$ cat src/hdl/bsed_pkg.sv
// ----------------------------------------------------------------------------
// bsed_pkg
// Types and fixed constants of the brightness slope edge detector.
// ----------------------------------------------------------------------------
package bsed_pkg;

  // field widths fixed by the interface
  localparam int BRIGHT_W = 7;
  localparam int DIST_W   = 32;
  localparam int RATE_W   = 16;

  // distance difference, exact at one bit more than the distance
  localparam int DD_W = DIST_W + 1;

  // low part of the distance difference fed to the multiplier; a larger
  // difference can never pass with a nonzero rate since |db| * 256 < 2^15
  localparam int DD_LO_W = 17;

  // product of rate and the low part of the difference
  localparam int PROD_W = RATE_W + DD_LO_W;

  // reset value of the rate register, 1.0 in Q8.8
  localparam logic [RATE_W-1:0] RATE_RESET = 16'd256;

  // an entry counts only if the distance grew by more than this
  localparam int MIN_DISTANCE_STEP = 3;

  // sequencer states
  typedef enum logic [1:0] {
    S_IDLE,
    S_WALK,
    S_DRAIN,
    S_OUT
  } state_t;

endpackage

$ cat src/hdl/brightness_slope_edge_detector.sv
// ----------------------------------------------------------------------------
// brightness_slope_edge_detector
// Keeps a history of brightness and distance samples and flags a sample whose
// brightness slope against some older entry reaches the configured rate.
// ----------------------------------------------------------------------------
//
//   channel | direction | handshake          | payload
//   --------+-----------+--------------------+------------------------------
//   in      | input     | in_valid/in_ready  | brightness, travelled
//   out     | output    | out_valid/out_ready| detected
//   cfg     | input     | cfg_we             | cfg_wdata (min_change_rate)
//
// the result beat follows the walk over the older valid entries, at most
// HISTORY_DEPTH - 1, and the drain of the pipe; no new sample is taken until
// the result beat is taken. one entry a cycle goes from the history RAM
// through a subtract, multiply, compare pipe. in_ready is high only while
// idle and the result beat is held until taken. reset clears the fill count
// and pointers, sets the rate to 1.0; RAM words past the fill count are unused.
module brightness_slope_edge_detector
  import bsed_pkg::*;
#(
  parameter int HISTORY_DEPTH = 16
) (
  input  logic                clk,
  input  logic                rst,
  input  logic                in_valid,
  output logic                in_ready,
  input  logic [BRIGHT_W-1:0] brightness,
  input  logic [DIST_W-1:0]   travelled,
  output logic                out_valid,
  input  logic                out_ready,
  output logic                detected,
  input  logic                cfg_we,
  input  logic [RATE_W-1:0]   cfg_wdata
);

  localparam int PTR_W = $clog2(HISTORY_DEPTH);
  localparam int CNT_W = $clog2(HISTORY_DEPTH + 1);
  localparam int ENT_W = BRIGHT_W + DIST_W;
  localparam logic [PTR_W-1:0] PTR_LAST = PTR_W'(HISTORY_DEPTH - 1);
  localparam logic [CNT_W-1:0] FILL_MAX = CNT_W'(HISTORY_DEPTH);

  state_t state, state_next;

  logic [RATE_W-1:0]   rate;
  logic [PTR_W-1:0]    wr_ptr;
  logic [PTR_W-1:0]    rd_ptr;
  logic [CNT_W-1:0]    fill;
  logic [CNT_W-1:0]    fill_next;
  logic [CNT_W-1:0]    left;
  logic [BRIGHT_W-1:0] newest_bright;
  logic [DIST_W-1:0]   newest_dist;
  logic                hit_acc;

  logic                in_beat;
  logic                out_beat;
  logic                issue;
  logic                pipe_busy;

  logic [ENT_W-1:0]    ram_rdata;
  logic [BRIGHT_W-1:0] rd_bright;
  logic [DIST_W-1:0]   rd_dist;

  // pipe stage registers
  logic                v1;
  logic                v2;
  logic                use2;
  logic                big2;
  logic [BRIGHT_W-1:0] db2;
  logic [DD_LO_W-1:0]  dd_lo2;
  logic                v3;
  logic                use3;
  logic                big3;
  logic [BRIGHT_W-1:0] db3;
  logic [PROD_W-1:0]   prod3;

  logic [DD_W-1:0]     dd;
  logic                far;
  logic [BRIGHT_W-1:0] db;
  logic [PROD_W-1:0]   prod;
  logic [PROD_W-1:0]   lhs;
  logic                pass;

  assign in_beat   = in_valid && in_ready;
  assign out_beat  = out_valid && out_ready;
  assign pipe_busy = v1 || v2 || v3;

  // fill count after taking the current sample
  assign fill_next = (fill == FILL_MAX) ? fill : fill + CNT_W'(1);

  // history RAM, one entry holds brightness and distance
  bsed_ram #(
    .WIDTH (ENT_W),
    .DEPTH (HISTORY_DEPTH)
  ) u_hist (
    .clk   (clk),
    .we    (in_beat),
    .waddr (wr_ptr),
    .wdata ({brightness, travelled}),
    .raddr (rd_ptr),
    .rdata (ram_rdata)
  );

  assign rd_bright = ram_rdata[ENT_W-1:DIST_W];
  assign rd_dist   = ram_rdata[DIST_W-1:0];

  // next state
  always_comb begin
    state_next = state;
    unique case (state)
      S_IDLE: begin
        if (in_valid) begin
          state_next = (fill_next > CNT_W'(1)) ? S_WALK : S_DRAIN;
        end
      end
      S_WALK: begin
        if (left == CNT_W'(1)) begin
          state_next = S_DRAIN;
        end
      end
      S_DRAIN: begin
        if (!pipe_busy) begin
          state_next = S_OUT;
        end
      end
      S_OUT: begin
        if (out_ready) begin
          state_next = S_IDLE;
        end
      end
      default: state_next = S_IDLE;
    endcase
  end

  // state outputs
  always_comb begin
    in_ready  = 1'b0;
    out_valid = 1'b0;
    issue     = 1'b0;
    unique case (state)
      S_IDLE:  in_ready  = 1'b1;
      S_WALK:  issue     = 1'b1;
      S_DRAIN: ;
      S_OUT:   out_valid = 1'b1;
      default: ;
    endcase
  end

  assign detected = hit_acc;

  // state, rate register and history pointers
  always_ff @(posedge clk) begin
    if (rst) begin
      state  <= S_IDLE;
      rate   <= RATE_RESET;
      wr_ptr <= '0;
      rd_ptr <= '0;
      fill   <= '0;
      left   <= '0;
    end else begin
      state <= state_next;
      if (cfg_we) begin
        rate <= cfg_wdata;
      end
      if (in_beat) begin
        wr_ptr <= (wr_ptr == PTR_LAST) ? '0 : wr_ptr + PTR_W'(1);
        rd_ptr <= (wr_ptr == '0) ? PTR_LAST : wr_ptr - PTR_W'(1);
        fill   <= fill_next;
        left   <= fill_next - CNT_W'(1);
      end else if (issue) begin
        rd_ptr <= (rd_ptr == '0) ? PTR_LAST : rd_ptr - PTR_W'(1);
        left   <= left - CNT_W'(1);
      end
    end
  end

  // newest sample kept aside for the walk
  always_ff @(posedge clk) begin
    if (in_beat) begin
      newest_bright <= brightness;
      newest_dist   <= travelled;
    end
  end

  // stage 2 logic: distance and brightness differences
  always_comb begin
    dd  = {newest_dist[DIST_W-1], newest_dist} - {rd_dist[DIST_W-1], rd_dist};
    far = !dd[DD_W-1] && (dd > DD_W'(MIN_DISTANCE_STEP));
    db  = (newest_bright >= rd_bright) ? newest_bright - rd_bright
                                       : rd_bright - newest_bright;
  end

  // stage 3 logic: rate times distance difference
  assign prod = PROD_W'(rate) * PROD_W'(dd_lo2);

  // stage 4 logic: exact slope compare
  assign lhs  = PROD_W'({db3, 8'h00});
  assign pass = use3 && (big3 ? (rate == '0) : (lhs >= prod3));

  // pipe valid bits and the detection flag
  always_ff @(posedge clk) begin
    if (rst) begin
      v1      <= 1'b0;
      v2      <= 1'b0;
      v3      <= 1'b0;
      hit_acc <= 1'b0;
    end else begin
      v1 <= issue;
      v2 <= v1;
      v3 <= v2;
      if (in_beat) begin
        hit_acc <= 1'b0;
      end else if (v3 && pass) begin
        hit_acc <= 1'b1;
      end
    end
  end

  // pipe payload registers
  always_ff @(posedge clk) begin
    use2   <= far;
    big2   <= |dd[DD_W-2:DD_LO_W];
    db2    <= db;
    dd_lo2 <= dd[DD_LO_W-1:0];
    use3   <= use2;
    big3   <= big2;
    db3    <= db2;
    prod3  <= prod;
  end

endmodule

$ cat src/hdl/bsed_ram.sv
// ----------------------------------------------------------------------------
// bsed_ram
// Generic single write, single read RAM with registered read data.
// ----------------------------------------------------------------------------
module bsed_ram #(
  parameter int WIDTH = 39,
  parameter int DEPTH = 16
) (
  input  logic                     clk,
  input  logic                     we,
  input  logic [$clog2(DEPTH)-1:0] waddr,
  input  logic [WIDTH-1:0]         wdata,
  input  logic [$clog2(DEPTH)-1:0] raddr,
  output logic [WIDTH-1:0]         rdata
);

  logic [WIDTH-1:0] mem [DEPTH];

  // write port
  always_ff @(posedge clk) begin
    if (we) begin
      mem[waddr] <= wdata;
    end
  end

  // registered read port
  always_ff @(posedge clk) begin
    rdata <= mem[raddr];
  end

endmodule

$ cat config.mk
export PLATFORM = sky130hd
export DESIGN_NAME = brightness_slope_edge_detector
export DESIGN_NICKNAME = d
export VERILOG_FILES = /design/src/hdl/bsed_pkg.sv /design/src/hdl/brightness_slope_edge_detector.sv /design/src/hdl/bsed_ram.sv
export SDC_FILE = /design/constraint.sdc
export NUM_CORES = 1
export LEC_CHECK = 0
export BUFFER_PORTS_ARGS = -buffer_cell sky130_fd_sc_hd__buf_2
export CAP_MARGIN = 20
export CORE_ASPECT_RATIO = 0.75
export CORE_UTILIZATION = 55
export CTS_CLUSTER_SIZE = 8
export DETAILED_ROUTE_END_ITERATION = 8
export HOLD_SLACK_MARGIN = 0.15
export PLACE_DENSITY = 0.68
export SLEW_MARGIN = 20
export SYNTH_ARGS = -nofsm -noshare
export SYNTH_HDL_FRONTEND = slang
export SYNTH_SLANG_ARGS = --single-unit
$ cat constraint.sdc
create_clock -name clk -period 7.3 [get_ports clk]
set_clock_uncertainty 0.2 [all_clocks]
set_input_delay 0.73 -clock clk [delete_from_list [all_inputs] [get_ports clk]]
set_output_delay 0.73 -clock clk [all_outputs]
set_load 0.02 [all_outputs]
---- Word-level counts from Yosys, hierarchy flattened ----
Memory sizes are Yosys's and may differ from the RTL's. A register that Yosys moved wholly into a read port is not among the register bits.
Cells that the tools add are included.
word-level totals
  memories ................................ 1
  output and inout bits ................... 3
  flip-flop bits (word level) ............. 147
  memory bits (writable) .................. 624
  logic and storage cells ................. 81
cells by class
  mux-type cells .......................... 21
  equality and inequality tests ........... 10
  reduce and logical (&&, ||, !) cells .... 15
  $lt $le $gt $ge ......................... 4
  add/subtract/negate cells ............... 9
  $mul .................................... 1
memories
  memory      depth  bits a word  read ports  clocked after memory_dff  write ports  RTL line        source
  u_hist.mem  16     39           1           1                         1            bsed_ram.sv:17  logic [WIDTH-1:0] mem [DEPTH];
operator list
  operator                                                                           count
  15-bit by 33-bit >= comparator with 1-bit output                                   1
  33-bit by 2-bit greater-than comparator with 1-bit output (second input constant)  1
  16-bit by 17-bit multiplier with 33-bit output                                     1
  32-bit by 32-bit subtractor with 33-bit output                                     1
  4-bit two-way mux                                                                  5
  16-bit logical NOT                                                                 1
  5-bit two-way mux                                                                  3
  15-bit OR reduction                                                                1
  7-bit subtractor                                                                   2
  2-bit two-way mux                                                                  5
  5-bit by 1-bit subtractor with 5-bit output (second input constant)                2
  4-bit logical NOT                                                                  2
  2-bit != test (second input constant)                                              4
  2-bit case mux with 4 select lines                                                 1
  4-bit by 1-bit subtractor with 4-bit output (second input constant)                2
  7-bit >= comparator                                                                1
  7-bit two-way mux                                                                  1
  1-bit two-way mux                                                                  6
  5-bit by 1-bit adder with 5-bit output (second input constant)                     1
  5-bit by 1-bit == test with 1-bit output (second input constant)                   1
  5-bit == test (second input constant)                                              1
  5-bit by 1-bit greater-than comparator with 1-bit output (second input constant)   1
  4-bit by 1-bit adder with 4-bit output (second input constant)                     1
  2-bit == test (second input constant)                                              2
  other kinds (9)                                                                    13

---- Logic depth before layout (Yosys ltp) ----
Gate-level depths: netlist of the first run.
  word-level depth ........................ 6
  gate-level depth with buffers ........... 24
  mapped depth without buffers ............ 23

---- By module ----
Synthesis of the first run repeated with hierarchy kept, for this count alone.
second synthesis, totals
  cell total of the unflattened synthesis .. 2751
  area, all modules ....................... 40294.9 µm²
modules (own cells, without submodules)
  module                          times used  cells an instance  area an instance (µm²)
  bsed_ram                        1           1014               24185.7
  brightness_slope_edge_detector  1           1737               16109.2

---- Worst setup path after synthesis of the first run ----
No wires, ideal clock.
  kind .................................... reg-to-reg
  start ................................... reg rate[7]
  end ..................................... reg prod3[30]
  period minus slack after synthesis ...... 6.747 ns
  buffers on the path ..................... 2
  path slack .............................. 0.553 ns
  data arrival time ....................... 6.428 ns
  setup time .............................. 0.120 ns
  cell stages (with the launch flop) ...... 25
  cell sequence ........................... dfxtp_1 > clkbuf_1 > clkbuf_1 > nand2_1 > fa_1 > inv_1 > fa_1 > inv_1 > fa_1 > inv_1 > fa_1 > fa_1 > inv_1 > fa_1 > inv_1 > ha_1 > and3_1 > a221oi_1 > o21ai_0 > or3_1 > o211a_1 > a2111oi_2 > o21bai_1 > a21o_1 > xor2_1
on the way
  word-level cells in the longest chain between the ends .. 1
RTL lines
  item                                            RTL line                               source
  start: declaration                              brightness_slope_edge_detector.sv:45   logic [RATE_W-1:0] rate;
  start signal: assignment                        brightness_slope_edge_detector.sv:163  rate <= cfg_wdata;
  16-bit by 17-bit multiplier with 33-bit output  brightness_slope_edge_detector.sv:194  assign prod = PROD_W'(rate) * PROD_W'(dd_lo2);
  named net prod[30]                              brightness_slope_edge_detector.sv:80   logic [PROD_W-1:0] prod;
  end signal: assignment                          brightness_slope_edge_detector.sv:228  prod3 <= prod;
  end: declaration                                brightness_slope_edge_detector.sv:75   logic [PROD_W-1:0] prod3;
The timed path passes the listed nets, and every way through them passes these cells.
A chain may end at the register's enable or synchronous reset.

---- Final worst setup path of the first run ----
  start ................................... reg dd_lo2[6]
  end ..................................... reg prod3[30]
on the way
  word-level cells in the longest chain between the ends .. 1
RTL lines
  item                                            RTL line                               source
  start: declaration                              brightness_slope_edge_detector.sv:70   logic [DD_LO_W-1:0] dd_lo2;
  start signal: assignment                        brightness_slope_edge_detector.sv:224  dd_lo2 <= dd[DD_LO_W-1:0];
  16-bit by 17-bit multiplier with 33-bit output  brightness_slope_edge_detector.sv:194
  named net prod[30]                              brightness_slope_edge_detector.sv:80
The timed path passes the listed nets, and every way through them passes these cells.

==> results of run 1 <==
metrics by stage:
stage / util / cell area, um^2 / setup slack, ns / hold slack, ns / total power (uW)
finish: 0.629 / 45300 / 0.284 / 0.185 / 21100
floorplan: - / 40300 / 0.553 / 0.110 / 13600
detailed placement: 0.581 / 41900 / 0.361 / 0.112 / 16300
global route: 0.629 / 45300 / 0.0185 / 0.180 / 22600
global placement: 0.581 / 41900 / 0.389 / 0.115 / 16200
CTS: 0.629 / 45300 / 0.324 / 0.164 / 21300
repair_timing:
item | CTS | global route
hold buffers | 21 | 0
setup endpoints to repair | 0 | 0
hold endpoints to repair | 21 | 0
gates resized for setup | 0 | 0
Yosys cell counts, types with 17 or more instances:
library cell,number,share of area
and2_1,124,0.019
buf_1,17,0.0016
dfxtp_1,147,0.073
mux2i_1,22,0.0055
a21o_1,26,0.0048
o21a_1,17,0.0032
o21ai_0,36,0.0045
clkbuf_1,88,0.0082
nor2_1,93,0.0087
xnor2_1,39,0.0085
edfxtp_1,663,0.49
nand2_1,203,0.019
mux4_2,195,0.11
fa_1,211,0.10
inv_1,294,0.027
xor2_1,26,0.0057
nor3_1,19,0.0024
ha_1,174,0.054
a21oi_1,67,0.0083
worst max-delay path: stages, from the launching register on:
cell and delay [ns]:
dfxtp_1 0.58, nand2_1 0.14, fa_1 0.52, inv_1 0.06, fa_1 0.49, inv_1 0.06, fa_1 0.54, inv_1 0.05
fa_1 0.45, fa_1 0.49, inv_1 0.05, fa_1 0.47, inv_1 0.04, ha_1 0.31, and3_1 0.17, a221oi_1 0.36
o21ai_0 0.25, or3_1 0.44, o211a_1 0.25, a2111oi_2 0.51, o21bai_1 0.12, a21o_1 0.21, xor2_1 0.13
sequential cells by signal, indices dropped and copies added, names as in the netlist, 2 cells and up:
signal and flops:
u_hist.mem 624, u_hist.rdata 39, prod3 33, newest_dist 32
dd_lo2 17, rate 16, db2 7, db3 7
newest_bright 7, fill 5, left 5, rd_ptr 4
wr_ptr 4, state 2
routing by layer:
layer | track usage | share of wire | up-vias
met3 | 0.0474 | 0.071 | 141
li1 | - | - | 9923
met5 | 0 | 0.00014 | -
met1 | 0.368 | 0.43 | 11721
met2 | 0.410 | 0.48 | 909
met4 | 0.0706 | 0.021 | 2
area by class of cell:
class	count	area, um^2	area share
inverter	294	1100	0.0243
clock inverter	5	85.1	0.00188
timing repair buffer	142	996	0.0220
sequential	810	22900	0.504
clock buffer	194	3140	0.0693
tap	957	1200	0.0264
multi-input combinational	1441	16000	0.352
cell families (layout without fill, tap and decap cells):
| group | Yosys count | after routing | share of synthesized area |
|---|---|---|---|
| simple gates | 537 | 537 | 0.0658 |
| mux | 220 | 220 | 0.115 |
| flops | 810 | 810 | 0.568 |
| xor+xnor | 65 | 65 | 0.0141 |
| fa+ha+maj | 385 | 385 | 0.159 |
| buf+inv | 407 | 635 | 0.0384 |
| compound gates | 234 | 234 | 0.0394 |
report_power, final:
part           switching, uW  leakage, uW  internal, uW
Clock                   1890      0.00154          2880
Sequential               441      0.00723          5650
Combinational           5790      0.00834          4450
final timing paths:
path	depth (start not counted)	to	start	slack (ns)
worst max-delay path	22	prod3[30]	dd_lo2[6]	0.28
worst max register to register	22	prod3[30]	dd_lo2[6]	0.28
worst min-delay path	3	rate[3]	cfg_wdata[3]	0.19
worst min register to register	1	v3	v2	0.26
==> summary.md, run 1 <==
| Metric | Value |
|---|---|
| Outcome | finished, final reports clean |
| Clock-pin slew on the worst setup and hold paths | about 0.050 ns |
| Initial core utilization | 0.558 |
| HPWL Detailed | 58.8 mm |
| CP required | 7.66 ns |
| Final WL | 92.5 mm |
| Final setup violation count | 0 |
| Initial antenna violation count | 1 |
| Mean Syn Cell Area | 15.1 um^2 |
| Hold Path Class | primary input to flop |
| Fin cells | 3843 |
| Slew Limit Fails | 0 |
| Layout area overhead | 12.6% |
| Worst VDD drop | between 500 and 600 uV |
| Yosys Warn Count | 0 |
| Vias in the first global route | 23795 |
| Die height | 236 um |
| Fraction of layout cells with a size suffix above 1 | 0.168 |
| Fraction of registers with async set/reset | 0 |
| GRT Total Usage | 0.258 |
| Router iterations before antenna repair | 5 |
| Setup TNS | 0 ns |
| Period utilisation layout | 0.961 |
| Critical Path Sink Type | flop |
| Post-route DRC | 0 |
| H-tree levels | 3 |
| Antenna Cells | 0 |
| CP Launch Type | flop |
| EDFF count, synth | between 600 and 700 |
| Root Buffer | clkbuf_16 |
| Largest net degree at the start of global routing | 115 |
| Worst Path Max Fanout | 11 |
| Minimum clock period | 7.02 ns |
| Worst-case clock buffer depth | 3 |
| Via density | 5.91 |
| Num ports | 63 |
| Post-Syn Area | between 40000 and 50000 um^2 |
| Synth Net Count | 3103 |
| Skew-Pair Late Insertion Delay | ~0.68 ns |
| First-pass GRT wire length | 142 mm |
| Cells after synthesis | 2658 |
| Fin nets | 3245 |
| Clk sinks | 810 |
| Port Buf Inserts | 62 |
| CTS tree | done |
| Antenna Violating Nets Remaining | 0 |
| GRT Residual Overflow | 0 |
| Commonest non-fill, non-tap cell in the layout | edfxtp_1 |
| DIE AREA | 74300 um^2 |
| Fmax | roughly 140 MHz |
| GPL Wtd Cong | 0.883 |
| Routed len/inst | 24.1 um |
| Pleak | 0.0171 uW |
| Post CTS Setup Buffer Count | 0 |
| CTS buffer count | 111 |
| Fillers | 5214 |
| Row cnt | 85 |
| FF+latch count, synth | 810 |
| Placed Instances | 3623 |
| Worst Path Arrival | 7.38 ns |
| Worst rel slew slack | 0.234 |
| Number of library cell types mapped by synthesis | 75 |
| Seq/Total Area, Yosys | 0.568 |
| P per Cell Area | ~470 nW/um^2 |
| Core area | 72100 um^2 |
| Starting DRT DRC Count | 2011 |
| Hold Vio Cnt, Final | 0 |
| Detailed-route via count | about 23000 |
| RSZ-0062 raised after global routing | no |
| Most frequent cells in the layout | edfxtp_1, inv_1, fa_1 |
| Max Cap Viol | 0 |
| Worst Tran Pin Value | between 1 and 1.5 ns |
| Primary FF master, synth | edfxtp_1 |
| Die Span X | 314 um |
| CP Class | flop to flop |
Note: power is estimated with default switching activity, not from simulation.
==> inputs of run 2 (changes only) <==
--- a/config.mk
+++ b/config.mk
@@ -8,6 +8,7 @@
 export BUFFER_PORTS_ARGS = -buffer_cell sky130_fd_sc_hd__buf_2
 export CAP_MARGIN = 20
 export CORE_ASPECT_RATIO = 0.75
+export CORE_MARGIN = 3
 export CORE_UTILIZATION = 55
 export CTS_CLUSTER_SIZE = 8
 export DETAILED_ROUTE_END_ITERATION = 8
==> run 2 against run 1 <==
Against the previous run: setup slack gained 0.074 ns; first-iteration DRC count shrank 1.4%; count of clock-buffer cells in the layout is the same; final cell count grew 0.10%; combinational power is essentially flat; global-route usage shrank 0.92 points.
==> summary.md, run 2 (same netlist as run 1, synthesis figures left out) <==
| Metric | Value |
|---|---|
| GRT Total Usage | 0.249 |
| RSZ-0062 raised after global routing | no |
| Fin nets | 3245 |
| Die height | around 240 um |
| Largest net degree at the start of global routing | 65 |
| Setup TNS | 0 ns |
| Worst Path Arrival | 7.31 ns |
| Period utilisation layout | 0.951 |
| Most frequent cells in the layout | edfxtp_1, inv_1, fa_1 |
| Fraction of layout cells with a size suffix above 1 | 0.168 |
| Fillers | 5267 |
| CTS-repair resized insts | 0 |
| Port Buf Inserts | 62 |
| # hold bufs at CTS | 22 |
| CP Class | flop to flop |
| Detailed-route via count | about 23000 |
| GPL Wtd Cong | 0.902 |
| Final WL | 92.0 mm |
| Slew Limit Fails | 0 |
| Max FFs per register | 624 |
| Row cnt | 85 |
| Routed len/inst | 23.9 um |
| Pleak | 0.0171 uW |
| Starting DRT DRC Count | around 2000 |
| CP required | 7.66 ns |
| HPWL Detailed | between 50 and 60 mm |
| Pwr Total | 21100 uW |
| Slowest stage delay, CP | 0.53 ns |
| Router iterations before antenna repair | 5 |
| Clock-pin slew on the worst setup and hold paths | approximately 0.050 ns |
| NetSw | 8110 uW |
| Internal power | 13000 uW |
| GRT Residual Overflow | 0 |
| Hold Path Class | flop to flop |
| Max Cap Viol | 0 |
| Critical Path Sink Type | flop |
| H-tree levels | 3 |
| P per Cell Area | 466 nW/um^2 |
| Worst VDD drop | 491 uV |
| Skew-Pair Late Insertion Delay | approximately 0.68 ns |
| Worst-case clock buffer depth | 3 |
| DIE AREA | between 70000 and 80000 um^2 |
| Commonest non-fill, non-tap cell in the layout | edfxtp_1 |
| Minimum clock period | 6.94 ns |
| Vias in the first global route | 24014 |
| Antenna Violating Nets Remaining | 0 |
| Initial core utilization | 0.558 |
| Cell-by-cell trace of the critical path | buf_4 > and2_1 > fa_1 > inv_1 > fa_1 > fa_1 > inv_1 > fa_1 > fa_1 > inv_1 > fa_1 > inv_1 > ha_1 > and3_1 > a221oi_1 > o21ai_0 > or3_1 > o211a_1 > a2111oi_2 > o21bai_1 > a21o_1 > xor2_1 |
| CP max stage cell | fa_1 |
| Num ports | 63 |
| Worst Tran Pin Value | 1.06 ns |
| Sequential power share | 0.289 |
| Post CTS Setup Buffer Count | 0 |
| Fmax | 144 MHz |
| Hold Vio Cnt, Final | 0 |
| Clock group share of total power | 0.226 |
| Via density | ~5.9 |
| Post-route DRC | 0 |
| Worst rel slew slack | 0.290 |
| Final setup violation count | 0 |
| First-pass GRT wire length | approximately 140 mm |
| CP Launch Type | flop |
| Largest regs | u_hist.mem x624, u_hist.rdata x39, prod3 x33 |
| Clk sinks | roughly 800 |
| Layout area overhead | 12.6% |
| Initial antenna violation count | 5 |
| CTS tree | done |
| Most flop-heavy register | u_hist.mem |
| Outcome | finished, final reports clean |
| Gate power share | 0.486 |
| CTS buffer count | 112 |
| Sw Share | 0.384 |
| Worst Path Max Fanout | 9 |
| Core area | a little over 70000 um^2 |
| Most used cell, CP | fa_1 |
| Root Buffer | clkbuf_16 |
| Die Span X | around 320 um |
run 2: final cells by class:
class | instances | area (um^2) | share of cell area
well taps | 957 | 1200 | 0.0264
clock inverters | 7 | 91.3 | 0.00201
flip-flops and latches | 810 | 22900 | 0.504
repair buffers | 141 | 978 | 0.0216
clock buffers | 194 | 3140 | 0.0693
diodes | 3 | 7.51 | 0.000166
inverters | 294 | 1100 | 0.0243
multi-input cells | 1441 | 16000 | 0.352
run 2: critical path: cells and delay by family, from the launching register on:
kind	cells	cell delay (ns)
fa+ha+maj	7	3.14
xor+xnor	1	0.13
simple gates	3	0.77
buf+inv	5	0.45
compound gates	6	1.64
flops	1	0.49
run 2: stage by stage:
step | hold slack (ns) | setup slack (ns) | instances | cell area, um^2 | utilization
3_5_place_dp | 0.119 | 0.376 | 3620 | 41900 | 0.580
2_1_floorplan | 0.110 | 0.553 | 2658 | 40300 | -
3_3_place_gp | 0.117 | 0.485 | 3620 | 41900 | 0.580
6_report | 0.143 | 0.358 | 3847 | 45300 | 0.629
5_1_grt | 0.157 | 0.0383 | 3846 | 45300 | 0.629
4_1_cts | 0.151 | 0.374 | 3843 | 45300 | 0.628
run 2: path summary, 6_finish.rpt:
kind,start,end,slack [ns],depth (start not counted)
worst max-delay path,dd_lo2[7],prod3[30],0.36,22
worst min-delay path,db2[1],db3[1],0.14,0
worst max register to register,dd_lo2[7],prod3[30],0.36,22
worst min register to register,db2[1],db3[1],0.14,0
run 2: per-layer routing:
layer | wire length, um | track usage
met1 | 39800 | 0.361
met2 | 43700 | 0.393
met3 | 6350 | 0.0454
met4 | 2080 | 0.0674
met5 | 22 | 0
run 2: power groups by stage:
| stage | Sequential [uW] | Combinational (uW) | Clock [uW] |
|---|---|---|---|
| 2_1_floorplan | 5880 | 7690 | 0 |
| 3_3_place_gp | 6210 | 10000 | 0 |
| 3_5_place_dp | 6230 | 10100 | 0 |
| 4_1_cts | 6140 | 10300 | 4860 |
| 5_1_grt | 6150 | 11500 | 5070 |
| 6_report | 6100 | 10300 | 4770 |
==> inputs of run 3 (changes only) <==
--- a/config.mk
+++ b/config.mk
@@ -9,11 +9,11 @@
 export CAP_MARGIN = 20
 export CORE_ASPECT_RATIO = 0.75
 export CORE_MARGIN = 3
-export CORE_UTILIZATION = 55
+export CORE_UTILIZATION = 64
 export CTS_CLUSTER_SIZE = 8
 export DETAILED_ROUTE_END_ITERATION = 8
 export HOLD_SLACK_MARGIN = 0.15
-export PLACE_DENSITY = 0.68
+export PLACE_DENSITY = 0.78
 export SLEW_MARGIN = 20
 export SYNTH_ARGS = -nofsm -noshare
 export SYNTH_HDL_FRONTEND = slang
==> run 3 against run 2 <==
Against the previous run: global-route usage increased by 6.0 points; power increased by 1.4%; flip-flop and latch count did not move; sequential share of layout area is 0.074 points higher; setup slack got worse by 0.091 ns; sequential power hardly changed; final cell count shrank 3.9%; non-clock buffer count decreased by 2; critical path depth unchanged; die area is 14% lower; clock power grew 2%.
==> summary.md, run 3 (same netlist as run 1, synthesis figures left out) <==
| Metric | Value |
|---|---|
| Post CTS Setup Buffer Count | 0 |
| Layout area overhead | 12.5% |
| Post-route DRC | 0 |
| Max Cap Viol | 0 |
| Slew Limit Fails | 0 |
| Worst Tran Pin Value | 1.13 ns |
| CTS tree | done |
| Routed len/inst | 26.6 um |
| GRT Total Usage | 0.308 |
| DIE AREA | 66000 um^2 |
| Setup TNS | 0 ns |
| Final setup violation count | 0 |
| Initial antenna violation count | 8 |
| Worst VDD drop | 552 uV |
| CTS buffer count | 111 |
| Dpl ws | 0.158 ns |
| CP max stage cell | a2111oi_2 |
| Final WL | slightly below 100 mm |
| P per Cell Area | between 400 and 500 nW/um^2 |
| Fin nets | 3242 |
| Initial core utilization | 0.656 |
| Die height | 223 um |
| Port Buf Inserts | 62 |
| CP Class | flop to flop |
| Die Span X | 296 um |
| CP required | about 7.7 ns |
| H-tree levels | 3 |
| Skew-Pair Late Insertion Delay | 0.68 ns |
| Cell-by-cell trace of the critical path | buf_4 > and2_1 > fa_1 > inv_1 > fa_1 > fa_1 > inv_1 > fa_1 > fa_1 > inv_1 > fa_1 > inv_1 > ha_1 > and3_1 > a221oi_2 > o21ai_0 > or3_1 > o211a_1 > a2111oi_2 > o21bai_1 > a21o_1 > xor2_1 |
| Critical Path Sink Type | flop |
| Worst-case clock buffer depth | 3 |
| Buf/Inv on CP | 5 |
| Worst Path Max Fanout | 11 |
| First-pass GRT wire length | 150 mm |
| GRT Residual Overflow | 0 |
| RSZ-0062 raised after global routing | no |
| Largest regs | u_hist.mem x624, u_hist.rdata x39, prod3 x33 |
| Row cnt | 78 |
| Post-route setup slack | 0.266 ns |
| Root Buffer | clkbuf_16 |
| Num ports | 63 |
| Fmax | approximately 140 MHz |
| Fraction of layout cells with a size suffix above 1 | 0.167 |
| Core area | 61400 um^2 |
| GPL Wtd Cong | 0.910 |
| Vias in the first global route | approximately 25000 |
| Most flop-heavy register | u_hist.mem |
| Detailed-route via count | 23330 |
| Clk sinks | 810 |
| Max FFs per register | ~620 |
| Pleak | between 0.015 and 0.02 uW |
| Hold Vio Cnt, Final | 0 |
| CP Launch Type | flop |
| Via density | 6.31 |
| Starting DRT DRC Count | around 2500 |
| Most used cell, CP | fa_1 |
| Commonest non-fill, non-tap cell in the layout | edfxtp_1 |
| Hold Path Class | flop to flop |
| Minimum clock period | 7.03 ns |
| HPWL Detailed | between 50 and 60 mm |
| Antenna Violating Nets Remaining | 0 |
| Slowest stage delay, CP | 0.53 ns |
| Router iterations before antenna repair | 5 |
| Largest net degree at the start of global routing | 89 |
| Most frequent cells in the layout | edfxtp_1, inv_1, fa_1 |
| Worst Path Arrival | approximately 7.4 ns |
| Outcome | finished, final reports clean |
| Worst rel slew slack | 0.244 |
| Period utilisation layout | 0.964 |
| Clock-pin slew on the worst setup and hold paths | 0.05 ns |
| Top delay family on crit path | adder cells |
run 3: cell types whose count changed in the layout (fill, tap and decap cells not counted), sizes merged:
cell    delta
clkbuf     +7
diode      +4
buf        -2
inv        -2
clkinv     +1
run 3: power breakdown:
group          total, uW  internal (uW)  switching [uW]
clock network       4880           2900            1970
logic              10400           4470            5950
registers           6120           5650             466
total              21400          13000            8390
run 3: worst paths after layout:
path	from	to	slack [ns]	cells after the start
worst max-delay path	dd_lo2[9]	prod3[30]	0.27	22
worst min-delay path	db2[1]	db3[1]	0.14	0
worst max register to register	dd_lo2[9]	prod3[30]	0.27	22
worst min register to register	db2[1]	db3[1]	0.14	0
run 3: worst reg2reg max path, cell delays in order, from the launching register on:
cell and delay (ns):
dfxtp_1 0.44, buf_4 0.23, and2_1 0.17, fa_1 0.41, inv_1 0.08, fa_1 0.44, fa_1 0.52, inv_1 0.05
fa_1 0.52, fa_1 0.51, inv_1 0.05, fa_1 0.47, inv_1 0.04, ha_1 0.32, and3_1 0.19, a221oi_2 0.39
o21ai_0 0.25, or3_1 0.42, o211a_1 0.25, a2111oi_2 0.53, o21bai_1 0.11, a21o_1 0.20, xor2_1 0.14
run 3: what timing repair did:
item	4_1_cts	5_1_grt
hold buffers	22	0
endpoints found under the setup margin	0	4
resized for setup	0	2
endpoints found under the hold margin	22	0
run 3: routing by layer:
layer,share of wire,up-vias,GRT usage
met3,0.091,246,0.0761
met4,0.033,2,0.118
met5,0.000081,-,0
met2,0.49,1301,0.478
met1,0.39,11879,0.430
li1,-,9902,-
run 3: metrics by stage:
step / hold slack, ns / area, um^2 / total power, uW / std cells / utilization
3_3_place_gp: 0.114 / 41600 / 16000 / 3459 / 0.678
5_1_grt: 0.163 / 45300 / 22800 / 3697 / 0.738
3_5_place_dp: 0.112 / 41600 / 16200 / 3459 / 0.678
2_1_floorplan: 0.110 / 40300 / 13600 / 2658 / -
6_report: 0.143 / 45300 / 21400 / 3698 / 0.738
4_1_cts: 0.158 / 45200 / 21400 / 3688 / 0.736
run 3: final cells by class:
cell class | count | area (um^2)
sequential | 810 | 22900
timing repair buffer | 139 | 1020
antenna | 7 | 17.5
inverter | 294 | 1100
multi-input combinational | 1441 | 16000
tap | 800 | 1000
fill | 3626 | 16100
clock inverter | 6 | 150
clock buffer | 201 | 3160
